File: src/design/jsu_pkg.sv
// Shared types, codes and helper functions for the JSON string unescape unit.
// No dependencies; compiled first.
`timescale 1ns / 1ps

package jsu_pkg;

    localparam int CountWidth = 21;

    // Decoder phases
    localparam logic [3:0] PH_IDLE       = 4'd0;
    localparam logic [3:0] PH_STR        = 4'd1;
    localparam logic [3:0] PH_ESC        = 4'd2;
    localparam logic [3:0] PH_HEX        = 4'd3;
    localparam logic [3:0] PH_AFTER_HIGH = 4'd4;
    localparam logic [3:0] PH_HIGH_BS    = 4'd5;
    localparam logic [3:0] PH_LOW_HEX    = 4'd6;

    // Result kinds
    localparam logic [1:0] KIND_DATA  = 2'd0;
    localparam logic [1:0] KIND_DONE  = 2'd1;
    localparam logic [1:0] KIND_ERROR = 2'd2;

    // Error codes
    localparam logic [1:0] ERR_NO_QUOTE    = 2'd0;
    localparam logic [1:0] ERR_TOO_LONG    = 2'd1;
    localparam logic [1:0] ERR_UNTERM      = 2'd2;
    localparam logic [1:0] ERR_TRUNC_ESC   = 2'd3;

    localparam logic [CountWidth-1:0] MAX_LENGTH_RESET = 21'd65536;
    localparam logic [CountWidth-1:0] COUNT_SAT        = 21'h1FFFFF;

    typedef struct packed {
        logic [3:0]            phase;
        logic [15:0]           code_accum;
        logic [15:0]           high_half;
        logic [1:0]            hex_count;
        logic [CountWidth-1:0] out_count;
    } jsu_state_t;

    typedef struct packed {
        logic [7:0] out_byte;
        logic [1:0] kind;
        logic [1:0] error_code;
    } jsu_result_t;

    // Up to four results caused by one input word
    typedef struct packed {
        logic [2:0]             count;
        jsu_result_t [3:0]      slot;
    } jsu_burst_t;

    typedef struct packed {
        logic [2:0]      count;
        logic [3:0][7:0] bytes;
    } jsu_utf8_t;

    function automatic logic [3:0] hex_value(input logic [7:0] b);
        logic [3:0] v;
        v = 4'd0;
        if (b >= 8'h30 && b <= 8'h39)
        begin
            v = 4'(b - 8'h30);
        end
        else if (b >= 8'h61 && b <= 8'h66)
        begin
            v = 4'(b - 8'h57);
        end
        else if (b >= 8'h41 && b <= 8'h46)
        begin
            v = 4'(b - 8'h37);
        end
        return v;
    endfunction

    function automatic jsu_utf8_t utf8_encode(input logic [20:0] cp);
        jsu_utf8_t r;
        r.bytes = '0;
        if (cp <= 21'h7F)
        begin
            r.count    = 3'd1;
            r.bytes[0] = cp[7:0];
        end
        else if (cp <= 21'h7FF)
        begin
            r.count    = 3'd2;
            r.bytes[0] = {3'b110, cp[10:6]};
            r.bytes[1] = {2'b10, cp[5:0]};
        end
        else if (cp <= 21'hFFFF)
        begin
            r.count    = 3'd3;
            r.bytes[0] = {4'b1110, cp[15:12]};
            r.bytes[1] = {2'b10, cp[11:6]};
            r.bytes[2] = {2'b10, cp[5:0]};
        end
        else
        begin
            r.count    = 3'd4;
            r.bytes[0] = {5'b11110, cp[20:18]};
            r.bytes[1] = {2'b10, cp[17:12]};
            r.bytes[2] = {2'b10, cp[11:6]};
            r.bytes[3] = {2'b10, cp[5:0]};
        end
        return r;
    endfunction

    function automatic logic [CountWidth-1:0] sat_add(input logic [CountWidth-1:0] a,
                                                      input logic [2:0] inc);
        logic [CountWidth:0] s;
        s = {1'b0, a} + {{(CountWidth-2){1'b0}}, inc};
        return s[CountWidth] ? COUNT_SAT : s[CountWidth-1:0];
    endfunction

endpackage

File: src/design/jsu_ifs.sv
// Valid/ready channel interfaces for the JSON string unescape unit.
// Depends on nothing; compiled after jsu_pkg.
`timescale 1ns / 1ps

interface jsu_in_if;
    logic       valid;
    logic       ready;
    logic [7:0] in_byte;
    logic       source_end;

    modport source (output valid, output in_byte, output source_end, input ready);
    modport sink   (input valid, input in_byte, input source_end, output ready);
endinterface

interface jsu_out_if;
    logic       valid;
    logic       ready;
    logic [7:0] out_byte;
    logic [1:0] kind;
    logic [1:0] error_code;
    logic       last;

    modport source (output valid, output out_byte, output kind, output error_code,
                    output last, input ready);
    modport sink   (input valid, input out_byte, input kind, input error_code,
                    input last, output ready);
endinterface

File: src/design/jsu_decode.sv
// Next-state and result logic for one source byte of the unescape unit.
// Depends on jsu_pkg.
`timescale 1ns / 1ps

module jsu_decode
(
    input  jsu_pkg::jsu_state_t         state,
    input  logic [jsu_pkg::CountWidth-1:0] max_length,
    input  logic [7:0]                  in_byte,
    input  logic                        source_end,
    output jsu_pkg::jsu_state_t         state_next,
    output jsu_pkg::jsu_burst_t         burst
);
    import jsu_pkg::*;

    localparam logic [7:0] CH_QUOTE = 8'h22;
    localparam logic [7:0] CH_BSL   = 8'h5C;
    localparam logic [7:0] CH_U     = 8'h75;

    function automatic logic [7:0] esc_map(input logic [7:0] b);
        logic [7:0] c;
        case (b)
            8'h62:   c = 8'h08;
            8'h66:   c = 8'h0C;
            8'h6E:   c = 8'h0A;
            8'h72:   c = 8'h0D;
            8'h74:   c = 8'h09;
            default: c = b;
        endcase
        return c;
    endfunction

    logic [15:0]           acc_new;
    logic                  hex_done;
    logic                  acc_high;
    logic                  acc_low;
    logic                  enc_en;
    logic [20:0]           enc_cp;
    jsu_utf8_t             enc;
    logic [2:0]            n_enc;
    logic [CountWidth-1:0] cnt_mid;
    logic                  too_long;
    logic                  ext_v;
    logic                  ext_data;
    jsu_result_t           ext_res;
    jsu_state_t            nxt;

    always_comb
    begin
        acc_new  = {state.code_accum[11:0], hex_value(in_byte)};
        hex_done = (state.hex_count == 2'd3);
        acc_high = (acc_new >= 16'hD800) && (acc_new <= 16'hDBFF);
        acc_low  = (acc_new >= 16'hDC00) && (acc_new <= 16'hDFFF);

        // Pick the code point, if any, that goes out ahead of everything else
        enc_en = 1'b0;
        enc_cp = '0;
        case (state.phase)
            PH_HEX:
            begin
                if (!source_end && hex_done && !acc_high)
                begin
                    enc_en = 1'b1;
                    enc_cp = {5'd0, acc_new};
                end
            end
            PH_AFTER_HIGH:
            begin
                if (source_end || in_byte != CH_BSL)
                begin
                    enc_en = 1'b1;
                    enc_cp = {5'd0, state.high_half};
                end
            end
            PH_HIGH_BS:
            begin
                if (source_end || in_byte != CH_U)
                begin
                    enc_en = 1'b1;
                    enc_cp = {5'd0, state.high_half};
                end
            end
            PH_LOW_HEX:
            begin
                if (source_end || hex_done)
                begin
                    enc_en = 1'b1;
                    if (!source_end && acc_low)
                    begin
                        enc_cp = 21'h10000 + {1'b0, state.high_half[9:0], acc_new[9:0]};
                    end
                    else
                    begin
                        enc_cp = {5'd0, state.high_half};
                    end
                end
            end
            default:
            begin
                enc_en = 1'b0;
            end
        endcase

        enc      = utf8_encode(enc_cp);
        n_enc    = enc_en ? enc.count : 3'd0;
        cnt_mid  = sat_add(state.out_count, n_enc);
        too_long = (cnt_mid >= max_length);

        // Trailing result and phase update
        nxt                = state;
        nxt.out_count      = cnt_mid;
        ext_v              = 1'b0;
        ext_data           = 1'b0;
        ext_res            = '0;
        ext_res.kind       = KIND_ERROR;
        if (enc_en)
        begin
            nxt.phase = PH_STR;
        end

        case (state.phase)
            PH_STR, PH_AFTER_HIGH:
            begin
                if (state.phase == PH_AFTER_HIGH && !source_end && in_byte == CH_BSL)
                begin
                    nxt.phase = PH_HIGH_BS;
                end
                else if (source_end)
                begin
                    ext_v              = 1'b1;
                    ext_res.error_code = ERR_UNTERM;
                    nxt.phase          = PH_IDLE;
                end
                else if (too_long)
                begin
                    ext_v              = 1'b1;
                    ext_res.error_code = ERR_TOO_LONG;
                    nxt.phase          = PH_IDLE;
                end
                else if (in_byte == CH_QUOTE)
                begin
                    ext_v        = 1'b1;
                    ext_res.kind = KIND_DONE;
                    nxt.phase    = PH_IDLE;
                end
                else if (in_byte == CH_BSL)
                begin
                    nxt.phase = PH_ESC;
                end
                else
                begin
                    ext_v            = 1'b1;
                    ext_data         = 1'b1;
                    ext_res.kind     = KIND_DATA;
                    ext_res.out_byte = in_byte;
                end
            end
            PH_ESC, PH_HIGH_BS:
            begin
                if (state.phase == PH_HIGH_BS && too_long && enc_en)
                begin
                    ext_v              = 1'b1;
                    ext_res.error_code = ERR_TOO_LONG;
                    nxt.phase          = PH_IDLE;
                end
                else if (source_end)
                begin
                    ext_v              = 1'b1;
                    ext_res.error_code = ERR_TRUNC_ESC;
                    nxt.phase          = PH_IDLE;
                end
                else if (in_byte == CH_U)
                begin
                    nxt.phase      = (state.phase == PH_ESC) ? PH_HEX : PH_LOW_HEX;
                    nxt.code_accum = '0;
                    nxt.hex_count  = '0;
                end
                else
                begin
                    ext_v            = 1'b1;
                    ext_data         = 1'b1;
                    ext_res.kind     = KIND_DATA;
                    ext_res.out_byte = esc_map(in_byte);
                    nxt.phase        = PH_STR;
                end
            end
            PH_HEX, PH_LOW_HEX:
            begin
                if (source_end)
                begin
                    ext_v              = 1'b1;
                    ext_res.error_code = (state.phase == PH_LOW_HEX && too_long)
                                         ? ERR_TOO_LONG : ERR_TRUNC_ESC;
                    nxt.phase          = PH_IDLE;
                end
                else
                begin
                    nxt.code_accum = acc_new;
                    if (!hex_done)
                    begin
                        nxt.hex_count = state.hex_count + 2'd1;
                    end
                    else if (state.phase == PH_HEX && acc_high)
                    begin
                        nxt.high_half = acc_new;
                        nxt.phase     = PH_AFTER_HIGH;
                    end
                end
            end
            default:
            begin
                if (source_end || in_byte != CH_QUOTE)
                begin
                    ext_v              = 1'b1;
                    ext_res.error_code = ERR_NO_QUOTE;
                end
                else
                begin
                    nxt.phase     = PH_STR;
                    nxt.out_count = '0;
                end
            end
        endcase

        if (ext_data)
        begin
            nxt.out_count = sat_add(cnt_mid, 3'd1);
        end

        state_next  = nxt;
        burst.count = n_enc + {2'd0, ext_v};
        for (int i = 0; i < 4; i++)
        begin
            if (3'(i) < n_enc)
            begin
                burst.slot[i].out_byte   = enc.bytes[i];
                burst.slot[i].kind       = KIND_DATA;
                burst.slot[i].error_code = ERR_NO_QUOTE;
            end
            else
            begin
                burst.slot[i] = ext_res;
            end
        end
    end

endmodule

File: src/design/json_string_unescape_utf8_unit.sv
// JSON string unescape unit: quoted source bytes in, decoded UTF-8 bytes out.
// The first result of a word is offered in the cycle after the word is taken.
// Throughput: one source word per cycle while each word gives at most one result and
// the output is ready; a word giving several results (up to four) holds the input
// until the single output port drains the result register, one entry per ready cycle.
// Reset: decoder idle awaiting an opening quote, max_length 65536, no results held.
`timescale 1ns / 1ps

module json_string_unescape_utf8_unit
(
    input  logic                           clk,
    input  logic                           rst_n,
    input  logic                           cfg_we,
    input  logic [jsu_pkg::CountWidth-1:0] cfg_wdata,
    jsu_in_if.sink                         src,
    jsu_out_if.source                      dst
);
    import jsu_pkg::*;

    jsu_state_t            state_reg;
    jsu_state_t            state_next;
    logic [CountWidth-1:0] max_length_reg;
    jsu_result_t [3:0]     slot_reg;
    jsu_result_t [3:0]     slot_next;
    logic [2:0]            count_reg;
    logic [2:0]            count_next;
    jsu_burst_t            burst;
    logic                  in_take;
    logic                  out_take;

    jsu_decode u_decode
    (
        .state      (state_reg),
        .max_length (max_length_reg),
        .in_byte    (src.in_byte),
        .source_end (src.source_end),
        .state_next (state_next),
        .burst      (burst)
    );

    // Take a new word once the held results are gone or the final one leaves now
    assign src.ready = (count_reg == 3'd0) || (count_reg == 3'd1 && dst.ready);
    assign in_take   = src.valid && src.ready;
    assign out_take  = dst.valid && dst.ready;

    assign dst.valid      = (count_reg != 3'd0);
    assign dst.out_byte   = slot_reg[0].out_byte;
    assign dst.kind       = slot_reg[0].kind;
    assign dst.error_code = slot_reg[0].error_code;
    assign dst.last       = (count_reg == 3'd1);

    always_comb
    begin
        slot_next  = slot_reg;
        count_next = count_reg;
        if (in_take)
        begin
            slot_next  = burst.slot;
            count_next = burst.count;
        end
        else if (out_take)
        begin
            // advance the queue by one entry
            slot_next  = {slot_reg[3], slot_reg[3:1]};
            count_next = count_reg - 3'd1;
        end
    end

    always_ff @(posedge clk or negedge rst_n)
    begin
        if (!rst_n)
        begin
            state_reg      <= '{phase: PH_IDLE, code_accum: '0, high_half: '0,
                                hex_count: '0, out_count: '0};
            count_reg      <= '0;
            max_length_reg <= MAX_LENGTH_RESET;
        end
        else
        begin
            if (in_take)
            begin
                state_reg <= state_next;
            end
            count_reg <= count_next;
            if (cfg_we)
            begin
                max_length_reg <= cfg_wdata;
            end
        end
    end

    always_ff @(posedge clk)
    begin
        slot_reg <= slot_next;
    end

endmodule
File: src/flat_wrapper.sv
// flat-port wrapper written by rule: the top's interface ports become plain ports
module json_string_unescape_utf8_unit_flat import jsu_pkg::*;
  (clk, rst_n, cfg_we, cfg_wdata, src_valid, src_in_byte, src_source_end, src_ready, dst_valid, dst_out_byte, dst_kind, dst_error_code, dst_last, dst_ready);
  jsu_in_if src_i ();
  jsu_out_if dst_i ();
  input  logic clk;
  input  logic rst_n;
  input  logic cfg_we;
  input  logic [jsu_pkg::CountWidth-1:0] cfg_wdata;
  input wire logic [$bits(src_i.valid)-1:0] src_valid;
  input wire logic [$bits(src_i.in_byte)-1:0] src_in_byte;
  input wire logic [$bits(src_i.source_end)-1:0] src_source_end;
  output wire logic [$bits(src_i.ready)-1:0] src_ready;
  output wire logic [$bits(dst_i.valid)-1:0] dst_valid;
  output wire logic [$bits(dst_i.out_byte)-1:0] dst_out_byte;
  output wire logic [$bits(dst_i.kind)-1:0] dst_kind;
  output wire logic [$bits(dst_i.error_code)-1:0] dst_error_code;
  output wire logic [$bits(dst_i.last)-1:0] dst_last;
  input wire logic [$bits(dst_i.ready)-1:0] dst_ready;
  assign src_i.valid = src_valid;
  assign src_i.in_byte = src_in_byte;
  assign src_i.source_end = src_source_end;
  assign src_ready = src_i.ready;
  assign dst_valid = dst_i.valid;
  assign dst_out_byte = dst_i.out_byte;
  assign dst_kind = dst_i.kind;
  assign dst_error_code = dst_i.error_code;
  assign dst_last = dst_i.last;
  assign dst_i.ready = dst_ready;
  json_string_unescape_utf8_unit u_core (.clk(clk), .rst_n(rst_n), .cfg_we(cfg_we), .cfg_wdata(cfg_wdata), .src(src_i), .dst(dst_i));
endmodule
File: config.mk
export PLATFORM = sky130hd
export DESIGN_NAME = json_string_unescape_utf8_unit_flat
export DESIGN_NICKNAME = d
export VERILOG_FILES = /design/src/design/jsu_pkg.sv /design/src/design/jsu_ifs.sv /design/src/design/jsu_decode.sv /design/src/design/json_string_unescape_utf8_unit.sv /design/src/flat_wrapper.sv
export SDC_FILE = /design/constraint.sdc
export NUM_CORES = 1
export LEC_CHECK = 0
export ABC_AREA = 1
export BUFFER_PORTS_ARGS = -buffer_cell sky130_fd_sc_hd__buf_2
export CAP_MARGIN = 40
export CELL_PAD_IN_SITES_DETAIL_PLACEMENT = 0
export CELL_PAD_IN_SITES_GLOBAL_PLACEMENT = 1
export CORE_MARGIN = 8
export CORE_UTILIZATION = 45
export CTS_BUF_LIST = sky130_fd_sc_hd__clkbuf_2 sky130_fd_sc_hd__clkbuf_4 sky130_fd_sc_hd__clkbuf_8
export DETAILED_ROUTE_END_ITERATION = 7
export PLACE_DENSITY_LB_ADDON = 0.08
export SKIP_CTS_REPAIR_TIMING = 1
export SYNTH_ARGS = -nofsm -noshare
export SYNTH_HDL_FRONTEND = slang
export SYNTH_SLANG_ARGS = --single-unit
File: constraint.sdc
create_clock -name clk -period 6.4 [get_ports clk]
set_input_delay 0.96 -clock clk [delete_from_list [all_inputs] [get_ports clk]]
set_output_delay 0.96 -clock clk [all_outputs]
set_load 0.01 [all_outputs]
==> flow_metrics.tcl, run 1 <==
set metrics [dict create \
    final.min_clock_period_ps 5900 \
    vias 9860 \
    cts_tree "yes" \
    use_met1 0.289 \
    io_pins 50 \
    rsz0062_at_grt "false" \
    yosysUniqueCellTypes 55 \
    initial_core_util 0.456 \
    post_drt_wl_per_cell_um 17.5 \
    first_pass_iters 5 \
    floorplan.core_area_um2 21700 \
    slew_violations 0 \
    drc 0 \
    synth_area_um2 9900 \
    synth.largest_area_cell "dfrtp_1" \
    layout-drive-gt1-share 0.156 \
    syn_nets 1525 \
    syn_to_final_growth_pct 13.8 \
    p_total_w 0.00318 \
    grt_pass1_wl_mm 50.9 \
    synthCells 1453 \
    synth_common_cells "457 x nand2_1, 186 x inv_1, 146 x nand3_1, 108 x o21ai_0, 106 x nor2_1" \
    die_w_um 164 \
    row_count 54 \
    grt_util_met2 0.432 \
    finalCritPeriodShare 0.921 \
    ys_ff_latch 127 \
    num_antenna_cells 0 \
    power_density_nw_per_um2 282 \
    reg2reg_to "u_core.count_reg[1]" \
    gp_congestion 0.979 \
    yosys-top-cells-area "dfrtp_1 20%, nand2_1 17%, edfxtp_1 15%, nand3_1 7.4%, inv_1 7.1%" \
    start_kind "input port" \
    r2r_slack_ps 700 \
    maxSlewHeadroom 0.501 \
    ir_drop_uv 154 \
    status "completed" \
    hp-class "input port to async pin" \
    die_area_um2 27000 \
    grt_pass1_vias 9479 \
    pre_cts_slack_ps -144 \
    synth_ff_type "dfrtp_1" \
    viasPerCell 5.36 \
    largest_reg_flops 55 \
    end_kind "register" \
    grt_overflow 0 \
    grt_most_used_layer "met2" \
    drt_iter0_markers 746 \
    nets 1619 \
    path_class "input port to register" \
    yosysSeqAreaShare 0.346 \
    avgSynthCellArea_um2 6.81 \
    leakage_nw 5.60 \
    place_inst 1807 \
    cap_violations 0 \
    die_height_um 164 \
    grt.met3_usage 0.0303 \
    synth.most_common_cell "nand2_1" \
    portBuffers 49 \
    synth_top_cell_area_share 0.197 \
    reg2reg_depth 35 \
    synth_warnings 0 \
    cts_max_path_buffers 2 \
    crit_buf_inv 4 \
    cts_sinks 127 \
    path_max_fanout 8 \
    timing.final.ws_setup_ps 504 \
    cts_buffers 17 \
    async_flop_share 0.622 \
    cp.required_ps 6710 \
    synth_edf_count 48 \
    hold_viol 0 \
    antenna_found_initial 0 \
    ant_nets 0 \
    crit_family "simple AND/OR/NAND/NOR gates" \
    cp_common_cell "nand2_1" \
    clk_pin_slew_ps 90 \
    layout.cells.non_filler 1840 \
    critical_path_arrival_ps 6210 \
    cp_slowest_cell "fa_1" \
    insertion_delay_ps 460 \
    grt_use_total 0.242 \
    cp_slowest_stage_delay_ps 460 \
    wl_mm 32.2 \
    skew_ps 18.2 \
    reg2reg_from "u_core.state_reg[21]" \
    post-dp-hpwl_mm 24.7 \
    max_freq_mhz 170 \
    htreeDepth 4 \
    setup_viol 0 \
    grt_max_degree 62 \
    worstMarginPinSlew_ps 747 \
    root_buffer "clkbuf_8" \
]
worst max-delay path by stage:
stage | startpoint | to | cells after the start
2_1_floorplan | src_in_byte[0] | u_core.count_reg[1] | 37
3_3_place_gp | src_in_byte[1] | u_core.count_reg[1] | 39
3_5_place_dp | src_in_byte[1] | u_core.dst.out_byte[3] | 34
4_1_cts | src_in_byte[1] | u_core.dst.out_byte[0] | 36
5_1_grt | src_in_byte[1] | u_core.count_reg[2] | 37
6_report | src_in_byte[1] | u_core.count_reg[1] | 36
cell usage in the layout (no fill, tap or decap), drive strengths merged, types with 5 or more instances in the layout:
cell      n
nor2    121
nand3   156
nand2   473
o211ai   13
xor2      6
nand4    45
nor3     19
dfrtp    78
o31ai     7
ha       36
clkbuf   18
buf     134
edfxtp   48
inv     202
nand3b    5
a21oi    27
o21ai   127
per-stage QoR:
| step | instance area, um2 | hold WS [ps] | TNS, ps | util |
|---|---|---|---|---|
| after CTS | 11200 | 402 | 0 | 0.517 |
| after detailed placement | 10800 | 479 | -1270 | 0.499 |
| final | 11300 | 413 | 0 | 0.519 |
| after global placement | 10800 | 470 | -73.1 | 0.498 |
| after global routing | 11300 | 414 | 0 | 0.519 |
| after floorplan | 9900 | 453 | 0 | - |
cell type report:
| class | instances | area (um2) |
|---|---|---|
| Clock buffer | 18 | 241 |
| Multi-Input combinational cell | 1069 | 5420 |
| Tap cell | 280 | 350 |
| Inverter | 198 | 748 |
| Clock inverter | 14 | 155 |
| Fill cell | 2284 | 10400 |
| Timing Repair Buffer | 134 | 936 |
| Sequential cell | 127 | 3420 |
kinds of logic (layout without fill, tap and decap cells):
family,count (synthesis),count (layout),synth area share
and+or+nand+nor,827,827,0.376
buffers and inverters,257,364,0.111
AOI/OAI and AO/OA,195,195,0.110
DFF,127,127,0.346
adders and majority gates,37,37,0.0475
xor gates and xnor gates,8,8,0.00708
muxes,2,2,0.00228
per-layer routing:
metal  share of wire  up-vias
li1                -     4924
met1            0.41     4588
met2            0.51      280
met3           0.041       68
met4           0.038        0
met5               0        -
report_power, final:
part	internal (W)	leakage, nW	switching, W
sequential	0.00107	1.43	0.000140
clock	0.000357	0.189	0.000393
combinational	0.000453	3.98	0.000766
total	0.00188	5.60	0.00130
Note: power is estimated with default switching activity, not from simulation.
==> run 2, diff against run 1 <==
==> constraint.sdc (replaced) <==
create_clock -name clk -period 6.15 [get_ports clk]
set_input_delay 0.9225 -clock clk [delete_from_list [all_inputs] [get_ports clk]]
set_output_delay 0.9225 -clock clk [all_outputs]
set_load 0.01 [all_outputs]
==> flow_metrics.tcl, run 2 (same netlist as run 1, synthesis figures left out) <==
set metrics [dict create \
    fin_tns_setup_ps 0 \
    leakage_nw 5.80 \
    largest_reg_flops 55 \
    floorplan.core_area_um2 21700 \
    critical_path_arrival_ps 6030 \
    cap_violations 0 \
    power_density_nw_per_um2 297 \
    status "completed" \
    grt_overflow 0 \
    maxSlewHeadroom 0.431 \
    htreeDepth 4 \
    antenna_found_initial 0 \
    hp-class "input port to async pin" \
    cts_sinks 127 \
    mostFrequentLayoutCells "453 x nand2_1, 186 x inv_1, 145 x nand3_1" \
    start_kind "input port" \
    cts_tree "yes" \
    root_buffer "clkbuf_8" \
    viasPerCell 5.30 \
    end_kind "register" \
    slew_violations 0 \
    cp_slowest_cell "ha_1" \
    fin_area_um2 11600 \
    fillers 2221 \
    dpl_cell_area_um2 11100 \
    cts_max_path_buffers 2 \
    clk_pin_slew_ps 90 \
    post_drt_wl_per_cell_um 17.1 \
    final_common_cell "nand2_1" \
    gp_congestion 0.958 \
    ant_nets 0 \
    finalCritPeriodShare 0.928 \
    nets 1650 \
    skew_ps 18.1 \
    drt_iter0_markers 675 \
    post-dp-hpwl_mm 24.9 \
    path_max_fanout 8 \
    grt_pass1_vias 9540 \
    vias 9910 \
    cp_slowest_stage_delay_ps 330 \
    io_pins 50 \
    max_freq_mhz 175 \
    path_class "input port to register" \
    p_total_w 0.00345 \
    worstMarginPinSlew_ps 846 \
    drc 0 \
    row_count 54 \
    final.min_clock_period_ps 5710 \
    grt_use_total 0.242 \
    cts_buffers 17 \
    holdWs_ps 363 \
    wl_mm 32.1 \
    die_w_um 164 \
    die_area_um2 27000 \
    setup_viol 0 \
    hold_viol 0 \
    grt_max_degree 62 \
    die_height_um 164 \
    cp.required_ps 6470 \
    first_pass_iters 8 \
    layout.cells.non_filler 1871 \
    layout-drive-gt1-share 0.179 \
    place_inst 1837 \
    num_antenna_cells 0 \
    syn_to_final_growth_pct 17.4 \
    portBuffers 49 \
    insertion_delay_ps 470 \
    initial_core_util 0.456 \
    grt_pass1_wl_mm 50.8 \
    ir_drop_uv 163 \
]
run 2: cell types whose count changed in the layout (fill, tap and decap cells not counted), sizes merged:
cell      before  now
buf          134  165
clkinvlp       4    0
clkinv         4    7
bufinv         2    4
inv          202  201
run 2: report_power, final:
part / internal, W / leakage (nW) / switching [W]
clock network: 0.000455 / 0.226 / 0.000398
registers: 0.00112 / 1.43 / 0.000141
logic: 0.000518 / 4.15 / 0.000823
total: 0.00209 / 5.80 / 0.00136
run 2: stage by stage:
stage	utilization	setup slack [ps]
floorplan	-	19.3
global placement	0.508	-191
global route	0.536	-52.6
finish	0.536	445
CTS	0.530	107
detailed placement	0.510	-352
run 2: cell type report:
type / count / area, um2 / share of cell area
Multi-Input combinational cell: 1069 / 5480 / 0.472
Sequential cell: 127 / 3420 / 0.294
Timing Repair Buffer: 165 / 1170 / 0.101
Inverter: 198 / 748 / 0.0644
Tap cell: 280 / 350 / 0.0302
Clock buffer: 18 / 241 / 0.0208
Clock inverter: 14 / 204 / 0.0176
run 2: worst paths after layout:
kind,endpoint,slack (ps),start,cells past startpoint
max,u_core.count_reg[1],440,src_in_byte[1],37
min,u_core.state_reg[17],360,rst_n,1
max reg2reg,u_core.count_reg[1],610,u_core.state_reg[21],37
min reg2reg,u_core.state_reg[25],500,u_core.state_reg[25],2
max in group asynchronous,u_core.state_reg[48],4730,rst_n,2
min in group clk,u_core.state_reg[25],500,u_core.state_reg[25],2
run 2: critical path: cells and delay by family:
kind,cells,cell delay [ps]
buf+inv,4,340
simple gates,19,2130
fa+ha+maj,6,1490
compound gates,8,1120
run 2: metal layers:
metal	GRT usage	part of all wire	up-vias
met3	0.0338	0.036	67
met1	0.287	0.42	4607
met2	0.427	0.50	246
li1	-	-	4990
met4	0.112	0.044	0
met5	0	0	-
==> run 3, diff against run 2 <==
--- a/config.mk
+++ b/config.mk
@@ -14,7 +14,7 @@
 export CORE_UTILIZATION = 45
 export CTS_BUF_LIST = sky130_fd_sc_hd__clkbuf_2 sky130_fd_sc_hd__clkbuf_4 sky130_fd_sc_hd__clkbuf_8
 export DETAILED_ROUTE_END_ITERATION = 7
-export PLACE_DENSITY_LB_ADDON = 0.08
+export PLACE_DENSITY_LB_ADDON = 0.05
 export SKIP_CTS_REPAIR_TIMING = 1
 export SYNTH_ARGS = -nofsm -noshare
 export SYNTH_HDL_FRONTEND = slang
==> flow_metrics.tcl, run 3 (same netlist as run 1, synthesis figures left out) <==
set metrics [dict create \
    die_height_um 164 \
    p_sw_frac 0.411 \
    post_drt_wl_per_cell_um 17.4 \
    die_area_um2 27000 \
    p_total_w 0.00340 \
    critical_path_arrival_ps 6060 \
    power_frac_comb 0.390 \
    syn_to_final_growth_pct 17.0 \
    reg2reg_from "u_core.state_reg[21]" \
    cp_slowest_cell "fa_1" \
    nets 1654 \
    p_switching_w 0.00140 \
    pwr-share-seq 0.373 \
    cp_slowest_stage_delay_ps 450 \
    p_clk_frac 0.237 \
    power_density_nw_per_um2 294 \
    viasPerCell 5.31 \
    gp_congestion 0.954 \
    final_common_cell "nand2_1" \
    start_kind "input port" \
    status "completed" \
    drc 0 \
    htreeDepth 4 \
    cts_max_path_buffers 2 \
    setup_viol 0 \
    root_buffer "clkbuf_8" \
    wl_mm 32.6 \
    floorplan.core_area_um2 21700 \
    grt_pass1_vias 9629 \
    portBuffers 49 \
    reg2reg_to "u_core.count_reg[1]" \
    max_freq_mhz 174 \
    maxSlewHeadroom 0.410 \
    leakage_nw 5.78 \
    cts_buffers 17 \
    ir_drop_uv 161 \
    rsz0062_at_grt "false" \
    holdWs_ps 447 \
    ant_nets 0 \
    antenna_found_initial 0 \
    cp_common_cell "nand2_1" \
    hp-class "input port to async pin" \
    mostFrequentLayoutCells "454 x nand2_1, 185 x inv_1, 146 x nand3_1" \
    p_int_w 0.00201 \
    grt_max_degree 48 \
    hold_viol 0 \
    cap_violations 0 \
    post-dp-hpwl_mm 25.2 \
    end_kind "register" \
    reg2reg_depth 36 \
    grt_overflow 0 \
    place_inst 1841 \
    clk_pin_slew_ps 100 \
    worstMarginPinSlew_ps 882 \
    grt_use_total 0.244 \
    finalCritPeriodShare 0.934 \
    final.min_clock_period_ps 5740 \
    grt_pass1_wl_mm 51.0 \
    layout-drive-gt1-share 0.176 \
    fin_util 0.534 \
    path_class "input port to register" \
    path_max_fanout 12 \
    skew_ps 19.3 \
    largest_reg_flops 55 \
    cp.required_ps 6470 \
    vias 9960 \
    initial_core_util 0.456 \
    cp-startpoint "src_source_end" \
    num_antenna_cells 0 \
    slew_violations 0 \
    drt_iter0_markers 616 \
    cts_tree "yes" \
    row_count 54 \
    first_pass_iters 5 \
    cts_sinks 127 \
    die_w_um 164 \
    io_pins 50 \
    r2r_slack_ps 550 \
    insertion_delay_ps 460 \
    layout.cells.non_filler 1875 \
]
run 3: area by class of cell:
class                   instances  area [um2]
flip-flops and latches        127        3420
clock buffers                  18         241
multi-input cells            1069        5440
repair buffers                169        1210
fillers                      2227       10100
inverters                     198         748
clock inverters                14         169
well taps                     280         350
run 3: power by group through the flow:
stage | Clock (W) | Sequential [W] | Combinational, W
global placement | 0 | 0.00129 | 0.00127
global route | 0.000854 | 0.00129 | 0.00148
finish | 0.000805 | 0.00127 | 0.00133
detailed placement | 0 | 0.00129 | 0.00129
floorplan | 0 | 0.00122 | 0.000848
CTS | 0.000825 | 0.00127 | 0.00130
run 3: worst max path at each step:
stage,cells after the start,endpoint,slack [ps]
3_5_place_dp,37,u_core.count_reg[1],-310
6_report,35,u_core.count_reg[1],410
4_1_cts,37,u_core.dst.out_byte[2],140
3_3_place_gp,36,u_core.slot_reg[19],-250
5_1_grt,37,u_core.count_reg[1],40
2_1_floorplan,37,u_core.count_reg[1],20
run 3: through the flow:
step | instance area (um2) | TNS, ps | worst slack, ps
3_3_place_gp | 11100 | -9310 | -255
6_report | 11600 | 0 | 409
3_5_place_dp | 11100 | -16330 | -308
4_1_cts | 11500 | 0 | 141
5_1_grt | 11600 | 0 | 36.9
2_1_floorplan | 9900 | 0 | 19.3
run 3: worst max-delay path: cells and delay by family:
kind                     cells  cell delay [ps]
AO/OA/AOI/OAI                5              650
AND/OR/NAND/NOR             20             2160
buffers and inverters        5              850
adder cells (fa/ha/maj)      5             1440
run 3: routing by layer:
metal  track usage  up-vias  part of all wire
met1         0.271     4610              0.39
met5             0        -                 0
li1              -     4999                 -
met4         0.132        0             0.052
met3        0.0361       79             0.048
met2         0.441      272              0.51
